==> config.mk <==
export PLATFORM = sky130hd
export DESIGN_NAME = set_intersection_unique_unit
export DESIGN_NICKNAME = d
export VERILOG_FILES = /design/src/rtl/sui_pkg.sv /design/src/rtl/sui_ram.sv /design/src/rtl/sui_front.sv /design/src/rtl/sui_back.sv /design/src/rtl/set_intersection_unique_unit.sv
export VERILOG_INCLUDE_DIRS = /design/src /design/src/rtl
export SDC_FILE = /design/constraint.sdc
export NUM_CORES = 2
export LEC_CHECK = 0
export BUFFER_PORTS_ARGS = -buffer_cell sky130_fd_sc_hd__buf_2
export CAP_MARGIN = 20
export CELL_PAD_IN_SITES_DETAIL_PLACEMENT = 0
export CELL_PAD_IN_SITES_GLOBAL_PLACEMENT = 1
export CORE_MARGIN = 1
export CORE_UTILIZATION = 31
export CTS_CLUSTER_SIZE = 16
export DETAILED_ROUTE_END_ITERATION = 10
export GPL_ROUTABILITY_DRIVEN = 1
export PLACE_DENSITY_LB_ADDON = 0.1
export SYNTH_ARGS = -nofsm -noshare
export SYNTH_HDL_FRONTEND = slang
export SYNTH_SLANG_ARGS = --single-unit
==> constraint.sdc <==
create_clock -name clk -period 3.9 [get_ports clk]
set_clock_uncertainty 0.1 [all_clocks]
set_input_delay 0.195 -clock clk [delete_from_list [all_inputs] [get_ports clk]]
set_output_delay 0.195 -clock clk [all_outputs]
set_load 0.02 [all_outputs]
==> src/rtl/assert_macros.svh <==
// assertion helpers shared by the rtl
// each macro checks one implication on the rising edge of clk, off during reset
`ifndef ASSERT_MACROS_SVH
`define ASSERT_MACROS_SVH

// same-cycle implication
`define SUI_ASSERT_NOW(label, pre, post) \
  label: assert property (@(posedge clk) disable iff (!rst_n) (pre) |-> (post)) \
    else $error("assertion failed");

// next-cycle implication
`define SUI_ASSERT_NEXT(label, pre, post) \
  label: assert property (@(posedge clk) disable iff (!rst_n) (pre) |=> (post)) \
    else $error("assertion failed");

`endif

==> src/rtl/sui_pkg.sv <==
// ----------------------------------------------------------------------------
// sui_pkg
// Types, codes and sizes shared by the set intersection unit.
// ----------------------------------------------------------------------------
`default_nettype none

package sui_pkg;

  // store size and derived widths
  localparam int CAPACITY = 64;
  localparam int ADDR_W   = (CAPACITY > 1) ? $clog2(CAPACITY) : 1;
  localparam int CNT_W    = $clog2(CAPACITY + 1);
  localparam int DATA_W   = 32;

  // queue between front and back
  localparam int Q_DEPTH = 2;
  localparam int Q_AW    = (Q_DEPTH > 1) ? $clog2(Q_DEPTH) : 1;
  localparam int Q_CW    = $clog2(Q_DEPTH + 1);

  // operation codes of an input word
  typedef enum logic [1:0] {
    OP_LOAD  = 2'd0,
    OP_PROBE = 2'd1,
    OP_CLEAR = 2'd2,
    OP_NOP   = 2'd3
  } op_t;

  // result status codes
  typedef enum logic [2:0] {
    STAT_DONE  = 3'd0,
    STAT_NEW   = 3'd1,
    STAT_AGAIN = 3'd2,
    STAT_MISS  = 3'd3,
    STAT_FULL  = 3'd4
  } status_t;

  // back end sequencer
  typedef enum logic [1:0] {
    BK_IDLE,
    BK_SCAN,
    BK_COMMIT
  } bk_state_t;

  // classified command
  typedef struct packed {
    op_t                op;
    logic [DATA_W-1:0]  value;
  } cmd_t;

  // head of the command queue
  typedef struct packed {
    logic valid;
    cmd_t cmd;
  } q_head_t;

  // back end status
  typedef struct packed {
    logic [CNT_W-1:0] fill;
    logic             scanning;
  } bk_stat_t;

endpackage

`default_nettype wire

==> src/rtl/sui_ram.sv <==
// ----------------------------------------------------------------------------
// sui_ram
// Generic simple dual port RAM, one write and one registered read port.
// ----------------------------------------------------------------------------
`default_nettype none

module sui_ram #(
  parameter int WIDTH = 32,
  parameter int DEPTH = 64,
  localparam int AW = (DEPTH > 1) ? $clog2(DEPTH) : 1
) (
  input  wire logic             clk,
  input  wire logic             we,
  input  wire logic [AW-1:0]    waddr,
  input  wire logic [WIDTH-1:0] wdata,
  input  wire logic             re,
  input  wire logic [AW-1:0]    raddr,
  output logic      [WIDTH-1:0] rdata
);

  logic [WIDTH-1:0] mem [DEPTH];

  // write port
  always_ff @(posedge clk) begin
    if (we) begin
      mem[waddr] <= wdata;
    end
  end

  // registered read port
  always_ff @(posedge clk) begin
    if (re) begin
      rdata <= mem[raddr];
    end
  end

endmodule

`default_nettype wire

==> src/rtl/sui_front.sv <==
// ----------------------------------------------------------------------------
// sui_front
// Accepts input words, classifies the operation and queues commands.
// ----------------------------------------------------------------------------
`default_nettype none

module sui_front (
  input  wire logic                         clk,
  input  wire logic                         rst_n,
  input  wire logic                         in_valid,
  output logic                              in_ready,
  input  wire logic [1:0]                   in_operation,
  input  wire logic signed [sui_pkg::DATA_W-1:0] in_value,
  output sui_pkg::q_head_t                  q_head,
  input  wire logic                         q_pop
);

  sui_pkg::cmd_t            cmd_in;
  sui_pkg::cmd_t            q_mem_r [sui_pkg::Q_DEPTH];
  logic [sui_pkg::Q_AW-1:0] wptr_r, wptr_nxt;
  logic [sui_pkg::Q_AW-1:0] rptr_r, rptr_nxt;
  logic [sui_pkg::Q_CW-1:0] cnt_r, cnt_nxt;
  logic                     push;

  // classify: value only matters for load and probe
  always_comb begin
    cmd_in.op = sui_pkg::op_t'(in_operation);
    unique case (cmd_in.op)
      sui_pkg::OP_LOAD, sui_pkg::OP_PROBE: cmd_in.value = $unsigned(in_value);
      default:                             cmd_in.value = '0;
    endcase
  end

  assign in_ready = (cnt_r != sui_pkg::Q_CW'(sui_pkg::Q_DEPTH));
  assign push     = in_valid && in_ready;

  // pointer and count update
  always_comb begin
    wptr_nxt = wptr_r;
    rptr_nxt = rptr_r;
    if (push) begin
      wptr_nxt = (wptr_r == sui_pkg::Q_AW'(sui_pkg::Q_DEPTH - 1)) ? '0 : wptr_r + 1'b1;
    end
    if (q_pop) begin
      rptr_nxt = (rptr_r == sui_pkg::Q_AW'(sui_pkg::Q_DEPTH - 1)) ? '0 : rptr_r + 1'b1;
    end
    cnt_nxt = cnt_r + sui_pkg::Q_CW'(push) - sui_pkg::Q_CW'(q_pop);
  end

  always_ff @(posedge clk) begin
    if (!rst_n) begin
      wptr_r <= '0;
      rptr_r <= '0;
      cnt_r  <= '0;
    end else begin
      wptr_r <= wptr_nxt;
      rptr_r <= rptr_nxt;
      cnt_r  <= cnt_nxt;
    end
  end

  // queue storage
  always_ff @(posedge clk) begin
    if (push) begin
      q_mem_r[wptr_r] <= cmd_in;
    end
  end

  assign q_head.valid = (cnt_r != '0);
  assign q_head.cmd   = q_mem_r[rptr_r];

endmodule

`default_nettype wire

==> src/rtl/sui_back.sv <==
// ----------------------------------------------------------------------------
// sui_back
// Scans the value store for each load or probe, updates the store and
// reported flags, and holds the result word in an output register.
// ----------------------------------------------------------------------------
`default_nettype none

module sui_back (
  input  wire logic                          clk,
  input  wire logic                          rst_n,
  input  sui_pkg::q_head_t                   q_head,
  output logic                               q_pop,
  output logic                               out_valid,
  input  wire logic                          out_ready,
  output logic [2:0]                         out_status,
  output logic signed [sui_pkg::DATA_W-1:0]  out_common_value,
  output sui_pkg::bk_stat_t                  stat
);

  sui_pkg::bk_state_t           state_r, state_nxt;
  sui_pkg::cmd_t                cmd_r, cmd_nxt;
  logic [sui_pkg::CNT_W-1:0]    fill_r, fill_nxt;
  logic [sui_pkg::CNT_W-1:0]    issue_r, issue_nxt;
  logic                         pend_r, pend_nxt;
  logic [sui_pkg::ADDR_W-1:0]   pidx_r, pidx_nxt;
  logic                         hit_r, hit_nxt;
  logic [sui_pkg::ADDR_W-1:0]   hit_idx_r, hit_idx_nxt;
  logic [sui_pkg::CAPACITY-1:0] flags_r, flags_nxt;
  logic                         out_valid_r, out_valid_nxt;
  sui_pkg::status_t             out_status_r, out_status_nxt;
  logic [sui_pkg::DATA_W-1:0]   out_value_r, out_value_nxt;

  logic                         out_free;
  logic                         head_scan;
  logic                         hit_now;
  logic                         rd_en;
  logic                         scan_end;
  logic                         ram_we;
  logic [sui_pkg::DATA_W-1:0]   ram_rdata;

  assign out_free  = !out_valid_r || out_ready;
  assign head_scan = (q_head.cmd.op == sui_pkg::OP_LOAD) ||
                     (q_head.cmd.op == sui_pkg::OP_PROBE);
  assign hit_now   = pend_r && (ram_rdata == cmd_r.value);
  assign rd_en     = (state_r == sui_pkg::BK_SCAN) && (issue_r < fill_r) && !hit_now;
  assign scan_end  = hit_now || (!rd_en && !pend_r);

  // value store
  sui_ram #(
    .WIDTH(sui_pkg::DATA_W),
    .DEPTH(sui_pkg::CAPACITY)
  ) u_store (
    .clk  (clk),
    .we   (ram_we),
    .waddr(fill_r[sui_pkg::ADDR_W-1:0]),
    .wdata(cmd_r.value),
    .re   (rd_en),
    .raddr(issue_r[sui_pkg::ADDR_W-1:0]),
    .rdata(ram_rdata)
  );

  // next state
  always_comb begin
    state_nxt = state_r;
    unique case (state_r)
      sui_pkg::BK_IDLE: begin
        if (q_head.valid && head_scan) begin
          state_nxt = (fill_r == '0) ? sui_pkg::BK_COMMIT : sui_pkg::BK_SCAN;
        end
      end
      sui_pkg::BK_SCAN: begin
        if (scan_end) begin
          state_nxt = sui_pkg::BK_COMMIT;
        end
      end
      sui_pkg::BK_COMMIT: begin
        if (out_free) begin
          state_nxt = sui_pkg::BK_IDLE;
        end
      end
      default: state_nxt = sui_pkg::BK_IDLE;
    endcase
  end

  // datapath and outputs
  always_comb begin
    q_pop          = 1'b0;
    ram_we         = 1'b0;
    cmd_nxt        = cmd_r;
    fill_nxt       = fill_r;
    issue_nxt      = issue_r;
    pend_nxt       = 1'b0;
    pidx_nxt       = pidx_r;
    hit_nxt        = hit_r;
    hit_idx_nxt    = hit_idx_r;
    flags_nxt      = flags_r;
    out_valid_nxt  = out_valid_r && !out_ready;
    out_status_nxt = out_status_r;
    out_value_nxt  = out_value_r;
    unique case (state_r)
      sui_pkg::BK_IDLE: begin
        if (q_head.valid && head_scan) begin
          // start a scan from entry zero
          q_pop     = 1'b1;
          cmd_nxt   = q_head.cmd;
          issue_nxt = '0;
          hit_nxt   = 1'b0;
        end else if (q_head.valid && out_free) begin
          // clear or ignored code: answer at once
          q_pop          = 1'b1;
          out_valid_nxt  = 1'b1;
          out_status_nxt = sui_pkg::STAT_DONE;
          out_value_nxt  = q_head.cmd.value;
          if (q_head.cmd.op == sui_pkg::OP_CLEAR) begin
            fill_nxt  = '0;
            flags_nxt = '0;
          end
        end
      end
      sui_pkg::BK_SCAN: begin
        // one read issued and one entry compared each cycle
        pend_nxt = rd_en;
        pidx_nxt = issue_r[sui_pkg::ADDR_W-1:0];
        if (rd_en) begin
          issue_nxt = issue_r + 1'b1;
        end
        if (hit_now) begin
          hit_nxt     = 1'b1;
          hit_idx_nxt = pidx_r;
        end
      end
      sui_pkg::BK_COMMIT: begin
        if (out_free) begin
          out_valid_nxt  = 1'b1;
          out_value_nxt  = cmd_r.value;
          out_status_nxt = sui_pkg::STAT_DONE;
          unique case (cmd_r.op)
            sui_pkg::OP_LOAD: begin
              if (!hit_r) begin
                if (fill_r == sui_pkg::CNT_W'(sui_pkg::CAPACITY)) begin
                  out_status_nxt = sui_pkg::STAT_FULL;
                end else begin
                  ram_we                                 = 1'b1;
                  flags_nxt[fill_r[sui_pkg::ADDR_W-1:0]] = 1'b0;
                  fill_nxt                               = fill_r + 1'b1;
                end
              end
            end
            sui_pkg::OP_PROBE: begin
              if (!hit_r) begin
                out_status_nxt = sui_pkg::STAT_MISS;
              end else if (flags_r[hit_idx_r]) begin
                out_status_nxt = sui_pkg::STAT_AGAIN;
              end else begin
                out_status_nxt       = sui_pkg::STAT_NEW;
                flags_nxt[hit_idx_r] = 1'b1;
              end
            end
            default: out_status_nxt = sui_pkg::STAT_DONE;
          endcase
        end
      end
      default: begin
        q_pop = 1'b0;
      end
    endcase
  end

  // control registers
  always_ff @(posedge clk) begin
    if (!rst_n) begin
      state_r     <= sui_pkg::BK_IDLE;
      fill_r      <= '0;
      flags_r     <= '0;
      pend_r      <= 1'b0;
      hit_r       <= 1'b0;
      out_valid_r <= 1'b0;
    end else begin
      state_r     <= state_nxt;
      fill_r      <= fill_nxt;
      flags_r     <= flags_nxt;
      pend_r      <= pend_nxt;
      hit_r       <= hit_nxt;
      out_valid_r <= out_valid_nxt;
    end
  end

  // payload registers
  always_ff @(posedge clk) begin
    cmd_r        <= cmd_nxt;
    issue_r      <= issue_nxt;
    pidx_r       <= pidx_nxt;
    hit_idx_r    <= hit_idx_nxt;
    out_status_r <= out_status_nxt;
    out_value_r  <= out_value_nxt;
  end

  assign out_valid        = out_valid_r;
  assign out_status       = out_status_r;
  assign out_common_value = $signed(out_value_r);
  assign stat.fill        = fill_r;
  assign stat.scanning    = (state_r == sui_pkg::BK_SCAN);

endmodule

`default_nettype wire

==> src/rtl/set_intersection_unique_unit.sv <==
// ----------------------------------------------------------------------------
// set_intersection_unique_unit
// Unique set intersection engine with a 64-entry value store.
// ----------------------------------------------------------------------------
// Usage:
//   in_* channel: one word per item, in_operation 0 load, 1 probe, 2 clear.
//   out_* channel: exactly one result word per input word, in order, with a
//   status code and the echoed value (zero for clear and unused codes).
//   A front queue of two words takes input while the back end works, so
//   the sender only stalls when both queue slots are occupied.
//   Load and probe search the store one entry per cycle through the single
//   read port of the store RAM, stopping at the first match; clear and the
//   unused code skip the search. The back end finishes one word before it
//   takes the next from the queue head.
//   Reset empties the store and the queue; no clearing pass is needed.
//   When the receiver stalls, the result holds in the output register and
//   the back end waits before it commits its next result; the queue still fills.
// ----------------------------------------------------------------------------
`default_nettype none
`include "assert_macros.svh"

module set_intersection_unique_unit (
  input  wire logic                                clk,
  input  wire logic                                rst_n,
  input  wire logic                                in_valid,
  output logic                                     in_ready,
  input  wire logic [1:0]                          in_operation,
  input  wire logic signed [sui_pkg::DATA_W-1:0]   in_value,
  output logic                                     out_valid,
  input  wire logic                                out_ready,
  output logic [2:0]                               out_status,
  output logic signed [sui_pkg::DATA_W-1:0]        out_common_value
);

  sui_pkg::q_head_t  q_head;
  logic              q_pop;
  sui_pkg::bk_stat_t stat;

  // front: accept and classify
  sui_front u_front (
    .clk         (clk),
    .rst_n       (rst_n),
    .in_valid    (in_valid),
    .in_ready    (in_ready),
    .in_operation(in_operation),
    .in_value    (in_value),
    .q_head      (q_head),
    .q_pop       (q_pop)
  );

  // back: search, update and answer
  sui_back u_back (
    .clk             (clk),
    .rst_n           (rst_n),
    .q_head          (q_head),
    .q_pop           (q_pop),
    .out_valid       (out_valid),
    .out_ready       (out_ready),
    .out_status      (out_status),
    .out_common_value(out_common_value),
    .stat            (stat)
  );

  // checks
  `SUI_ASSERT_NOW(a_fill_bound, 1'b1, stat.fill <= sui_pkg::CNT_W'(sui_pkg::CAPACITY))
  `SUI_ASSERT_NOW(a_full_only_when_full, out_valid && (out_status == sui_pkg::STAT_FULL),
                  stat.fill == sui_pkg::CNT_W'(sui_pkg::CAPACITY))
  `SUI_ASSERT_NOW(a_scan_needs_entries, stat.scanning, stat.fill != '0)
  `SUI_ASSERT_NEXT(a_accept_queues, in_valid && in_ready, q_head.valid)

endmodule

`default_nettype wire

# Yosys cells after proc, flatten, opt, wreduce, memory -nomap -nowiden
# Memories as Yosys holds them, arrays and structs flattened. A register that Yosys moved wholly into a read port is not among the register bits.
# Cells that the tools add are included.
# W data, S select, Z words.
[classes]
n_addsub = 6
magnitude_cmp = 5
eq_ne = 25
n_mux = 69
bitwise = 3
reduce_logical = 36
[op_table]
columns = ["cell", "count"]
rows = [
  ["$mux W64", 8],
  ["$pmux W64 S2", 2],
  ["$mux W32", 4],
  ["$and A64 B64 Y64", 1],
  ["$not A64 Y64", 1],
  ["$or A64 B64 Y64", 1],
  ["$pmux W32 S2", 1],
  ["$mux W7", 9],
  ["$eq A32 B32 Y1", 1],
  ["$pmux W7 S2", 2],
  ["$mux W1", 24],
  ["$mux W3", 6],
  ["$add A7 B1 Y7 const B", 2],
  ["$lt A6 B7 Y1 const B", 2],
  ["$ne A2 B1 Y1 const B", 7],
  ["$demux W1 S6", 2],
  ["$ge A6 B1 Y1 const B", 2],
  ["$pmux W3 S2", 2],
  ["$logic_and A1 B1 Y1", 10],
  ["$mux W2", 5],
  ["$ne A2 B2 Y1 const B", 5],
  ["$reduce_and A10 Y1", 1],
  ["$ne A3 B3 Y1 const B", 3],
  ["$reduce_and A3 Y1", 3],
  ["other kinds (20)", 40],
]
[word_totals]
ff_bits = 168
mem_bits_rw = 2116
in_bits = 38
word_cells = 162
n_memories = 2
[memory_table]
columns = ["name", "words", "width", "read_ports", "rd_clocked_by_memory_dff", "wr", "line", "rtl"]
rows = [
  ["u_back.u_store.mem", 64, 32, 1, 1, 1, "sui_ram.sv:21", "logic [WIDTH-1:0] mem [DEPTH];"],
  ["u_front.q_mem_r", 2, 34, 1, 1, 1, "sui_front.sv:19", "sui_pkg::cmd_t q_mem_r [sui_pkg::Q_DEPTH];"],
]

# Depth between registers and ports, before layout
[depth]
depth_word = 11
mapped_depth = 11
mapped_depth_nobuf = 8

# Modules after synthesis
# Synthesis repeated with hierarchy kept, for this count alone.
[hier_totals]
hier_cells = 4277
area_unflattened_um2 = 90305.4
[modules_own_cells]
columns = ["mod", "n_inst", "cells_each", "area_per_inst_um2"]
rows = [
  ["sui_ram", 1, 3324, 78833.1],
  ["sui_back", 1, 784, 8530.7],
  ["sui_front", 1, 169, 2941.6],
]

# Worst setup path after synthesis
# Ideal clock, no wire load.
[synth_path]
kind = "reg2reg"
from = "register u_back.fill_r[0] in the netlist's numbering"
to = "memory u_back.u_store.mem[38][0], enable pin"
setup_ps = 421
arrival_ps = 3223
t_required_ps = 3379
slack_ps = 156
stages_incl_launch_ff = 9
path_buffers = 1
period_less_slack_ps = 3744
cell_sequence = "dfxtp_1 -> clkbuf_1 -> inv_1 -> ha_1 -> nand4_1 -> nand2_1 -> nor4_1 -> nand3_1 -> nor2_1"
[synth_between]
elab_chain_cells = 8
[synth_lines]
columns = ["element", "line", "rtl"]
rows = [
  ["start, declared", "sui_back.sv:22", "logic [sui_pkg::CNT_W-1:0] fill_r, fill_nxt;"],
  ["start signal, assigned", "sui_back.sv:180", "fill_r <= fill_nxt;"],
  ["$eq A7 B7 Y1", "sui_back.sv:140", "if (fill_r == sui_pkg::CNT_W'(sui_pkg::CAPACITY)) begin"],
  ["$mux W1", "sui_back.sv:140", ""],
  ["$mux W1", "sui_back.sv:139", "if (!hit_r) begin"],
  ["$mux W1", "sui_back.sv:137", "unique case (cmd_r.op)"],
  ["$mux W1", "sui_back.sv:133", "if (out_free) begin"],
  ["$mux W1", "sui_back.sv:100", "unique case (state_r)"],
  ["$mux W1", "sui_ram.sv:25", "if (we) begin"],
  ["$mux W1 (not written as such)", "sui_ram.sv:26", "mem[waddr] <= wdata;"],
  ["end, declared", "sui_ram.sv:21", ""],
]
# Several ways; a longest one is shown, not always the timed one.

# Worst setup path after layout
[layout_path]
from = "register u_back.u_store.rdata[19], read port of u_back.u_store.mem"
to = "register u_back.u_store.rdata[15], read port of u_back.u_store.mem, enable pin"
[layout_between]
elab_chain_cells = 4
[layout_lines]
columns = ["element", "line", "rtl"]
rows = [
  ["start, declared", "sui_ram.sv:18", "output logic [WIDTH-1:0] rdata"],
  ["$eq A32 B32 Y1", "sui_back.sv:44", "assign hit_now = pend_r && (ram_rdata == cmd_r.value);"],
  ["$logic_and A1 B1 Y1", "sui_back.sv:44", ""],
  ["$logic_not A1 Y1", "sui_back.sv:45", "assign rd_en = (state_r == sui_pkg::BK_SCAN) && (issue_r < fill_r) && !hit_now;"],
  ["$logic_and A1 B1 Y1", "sui_back.sv:45", ""],
  ["net u_back.rd_en", "sui_back.sv:36", "logic rd_en;"],
]
# The timed path passes the listed nets, and every way through them passes these cells.
# A chain may end at the register's enable or synchronous reset.

==> metrics.md <==
| Metric | Value |
|---|---|
| Outcome | `finished, final reports clean` |
| Worst Hold Launch | `in_value[29]` |
| Distinct cells, synth | `57` |
| Critical setup path kind | `reg2reg` |
| Worst-Margin Slew | `1.07 ns` |
| #FFs+latches synth | `2317` |
| Total GRT Usage | `0.194` |
| Gpl congestion | `0.746` |
| CTS tree | `yes` |
| Fin Setup TNS | `0 ns` |
| Sequential fraction of the synthesis area | `0.771` |
| Cell area power density | `628 nW/um^2` |
| WHS | `0.116 ns` |
| Wire per inst | `34.0 um` |
| Starting Density | `0.312` |
| DP Worst Slack | `0.441 ns` |
| Antenna violations before repair | `18` |
| Vias in the first global route | `44700` |
| Synth top area cells | `edfxtp_1, mux4_2, dfxtp_1` |
| Worst Path Max Fanout | `26` |
| First-pass DRT Iterations | `7` |
| Syn nets | `3972` |
| Area Overhead vs Synth | `18.5%` |
| RSZ-0062 raised after global routing | `false` |
| Max incr delay on CP | `0.76 ns` |
| Share of Yosys cell area claimed by the top area cell type | `0.753` |
| Nets | `4398` |
| Synth cell count leaders | `edfxtp_1, mux4_2, nor2_1, o21ai_0, clkbuf_1` |
| Worst VDD drop | `0.477 mV` |
| Setup Buffers After CTS | `0` |
| Final Max Tran Viols | `0` |
| Final worst slack | `0.332 ns` |
| # clock sinks | `2317` |
| Hpwl dp | `163 mm` |
| Flop2flop setup slack | `0.33 ns` |
| Total Power | `66.4 mW` |
| CP arrival | `4.03 ns` |
| EDFF count, synth | `2236` |
| GRT overflow | `0` |
| Ports | `75` |
| Vias per cell | `5.15` |
| Latest clock arrival within the worst-skew pair | `0.88 ns` |
| Layout cell share with drive strength beyond 1 | `0.320` |
| Reg2reg end | `u_back.u_store.rdata[15]$_DFFE_PP_` |
| Number of placement rows | `196` |
| Worst min path class | `in2reg` |
| Req. time, crit path | `4.36 ns` |
| Number of buffers inserted by hold repair at cts | `41` |
| Avg Cell Area, Syn | `22.7 sq um` |
| CP endpoint kind | `flip-flop` |
| Final Hold Viols | `0` |
| WHS Endpoint | `u_front.q_mem_r[0][29]$_DFFE_PP_` |
| Post-cts sizing count | `0` |
| Vias | `42900` |
| Reg clk slew, reported paths | `0.06 ns` |
| CTS buffer count | `272` |
| Fraction of registers with async set/reset | `0` |
| Main flop type after synthesis | `edfxtp_1` |
| Static Leak | `32.7 nW` |
| DRT iter0 DRCs | `4180` |
| FILL cells | `25900` |
| Cell Area, Synth | `89200 sq um` |
| Core Area | `286000 sq um` |
| Largest net degree at the start of global routing | `66` |
| Final setup viols | `0` |
| Root Buffer | `clkbuf_16` |
| Post-Syn Instances | `3923` |
| Worst hold path cell count | `3` |
| Buf+Inv Stages, Crit Path | `2` |
| Worst r2r src | `u_back.u_store.rdata[19]$_DFFE_PP_` |
| Cells on worst reg2reg path | `8` |
| CP top delay family | `simple AND/OR/NAND/NOR gates` |
| Cell chain of the critical path | `xor2_1, nor4_1, nand4_1, nor3_1, nor2_1, nand2_1, inv_4, buf_16` |
| CP Launch Type | `flip-flop` |
| Most common cell in the synthesized netlist | `edfxtp_1` |
| Number of buffers added on ports | `74` |
| Tcrit/Tclk final | `0.915` |
| Post-synth top area cell | `edfxtp_1` |
| Max-cap viol count | `0` |
| CTS HTree Levels | `5` |
| Total Routed Length | `283 mm` |
| Max clock buf depth | `4` |
| DRT antenna net count | `0` |
| Crit-path slowest cell | `nor4_1` |
| Synth warn | `0` |
| Max_slew headroom | `0.285` |
| First-pass GRT wire length | `388 mm` |
| Die W | `538 um` |
| Die footprint | `290000 sq um` |
| DRC Markers | `0` |
| Die Ht | `538 um` |
| Fmax | `280 MHz` |
| Period minus WS final | `3.57 ns` |
==> report_power, final <==
part / switching [mW] / leakage (nW) / internal [mW]
sequential: 0.280 / 20.8 / 29.6
clock: 10.4 / 4.00 / 13.7
combinational: 7.98 / 7.83 / 4.53
total: 18.6 / 32.7 / 47.8
==> sequential cells by signal, indices dropped and copies added, names as in the netlist, named ones only <==
name and count:
u_back.u_store.mem 2048, u_front.q_mem_r 68, u_back.flags_r 64, u_back.cmd_r 34
u_back.out_common_value 32, u_back.u_store.rdata 32, u_back.fill_r 7, u_back.issue_r 7
u_back.hit_idx_r 6, u_back.pidx_r 6, u_back.out_status 3, u_back.state_r 2
u_front.cnt_r 2, u_back.hit_r 1, u_back.out_valid 1, u_back.pend_r 1
u_front.rptr_r 1, u_front.wptr_r 1
==> cell families (layout without fill, tap and decap cells) <==
group | after synthesis | count (layout) | share of synthesized area
buffers and inverters | 226 | 855 | 0.0105
xor gates and xnor gates | 44 | 44 | 0.00432
AOI/OAI and AO/OA | 253 | 253 | 0.0184
DFF | 2317 | 2317 | 0.771
and+or+nand+nor | 350 | 350 | 0.0182
muxes | 722 | 722 | 0.176
other | 0 | 10 | 0
adders and majority gates | 11 | 11 | 0.00154
==> cell usage in the layout, fill, tap and decap left out, types with 15 or more instances in the layout <==
master         Yosys  layout
edfxtp_1        2236    2236
mux4_2           674     674
clkbuf_16          0     278
buf_4              0     141
o21ai_0          135     135
nor2_1           194     127
buf_12             0     102
dfxtp_1           81      81
buf_2             19      74
clkbuf_1         133      71
a22o_1            69      68
nor2_4             0      67
clkinv_1           1      55
nor2b_1           42      42
dlygate4sd3_1      0      41
mux2_2            36      36
clkinv_2           0      35
xor2_1            34      34
nand3_1           26      26
nand2_1           24      24
inv_1             16      15
==> worst max-delay path by stage <==
stage               slack [ns]                                   to  cells after the start                          startpoint
global route              0.29      u_back.flags_r[17]$_SDFFE_PN0P_                      9       u_back.hit_idx_r[1]$_DFFE_PP_
global placement          0.15   u_back.u_store.rdata[19]$_DFFE_PP_                      7  u_back.u_store.rdata[19]$_DFFE_PP_
detailed placement        0.44      u_back.flags_r[49]$_SDFFE_PN0P_                      9       u_back.hit_idx_r[1]$_DFFE_PP_
CTS                       0.43      u_back.flags_r[43]$_SDFFE_PN0P_                      9       u_back.hit_idx_r[1]$_DFFE_PP_
floorplan                 0.16  u_back.u_store.mem[38][0]$_DFFE_PP_                      8       u_back.fill_r[0]$_SDFFE_PN0P_
finish                    0.33   u_back.u_store.rdata[15]$_DFFE_PP_                      8  u_back.u_store.rdata[19]$_DFFE_PP_
==> per-layer routing <==
metal  vias to the layer above  share of wire  GRT usage
met5                         -              0          0
met4                         0          0.018     0.0373
met3                       323          0.041     0.0249
met2                      1024           0.49      0.319
met1                     23900           0.45      0.277
li1                      17600              -          -
==> worst register-to-register path, delay by kind of cell (launching register included) <==
family / cells / cell delay [ns]
flip-flops: 1 / 0.64
XOR/XNOR: 1 / 0.26
AND/OR/NAND/NOR: 5 / 1.85
buffers and inverters: 2 / 0.36
==> stage by stage <==
stage | instances | instance area [sq um] | util
floorplan | 3923 | 89200 | -
global placement | 7794 | 97000 | 0.340
detailed placement | 7796 | 97100 | 0.340
CTS | 8314 | 106000 | 0.370
global route | 8316 | 106000 | 0.370
finish | 8324 | 106000 | 0.370
==> layout make-up <==
class	instances	area (sq um)	share of cell area
Antenna cell	10	25.0	0.000237
Clock buffer	349	7220	0.0683
Clock inverter	128	1020	0.00961
Inverter	18	70.1	0.000663
Multi-Input combinational cell	1380	20000	0.189
Sequential cell	2317	68800	0.650
Tap cell	3762	4710	0.0445
Timing Repair Buffer	360	3940	0.0372
(Power assumes the default switching activity.)
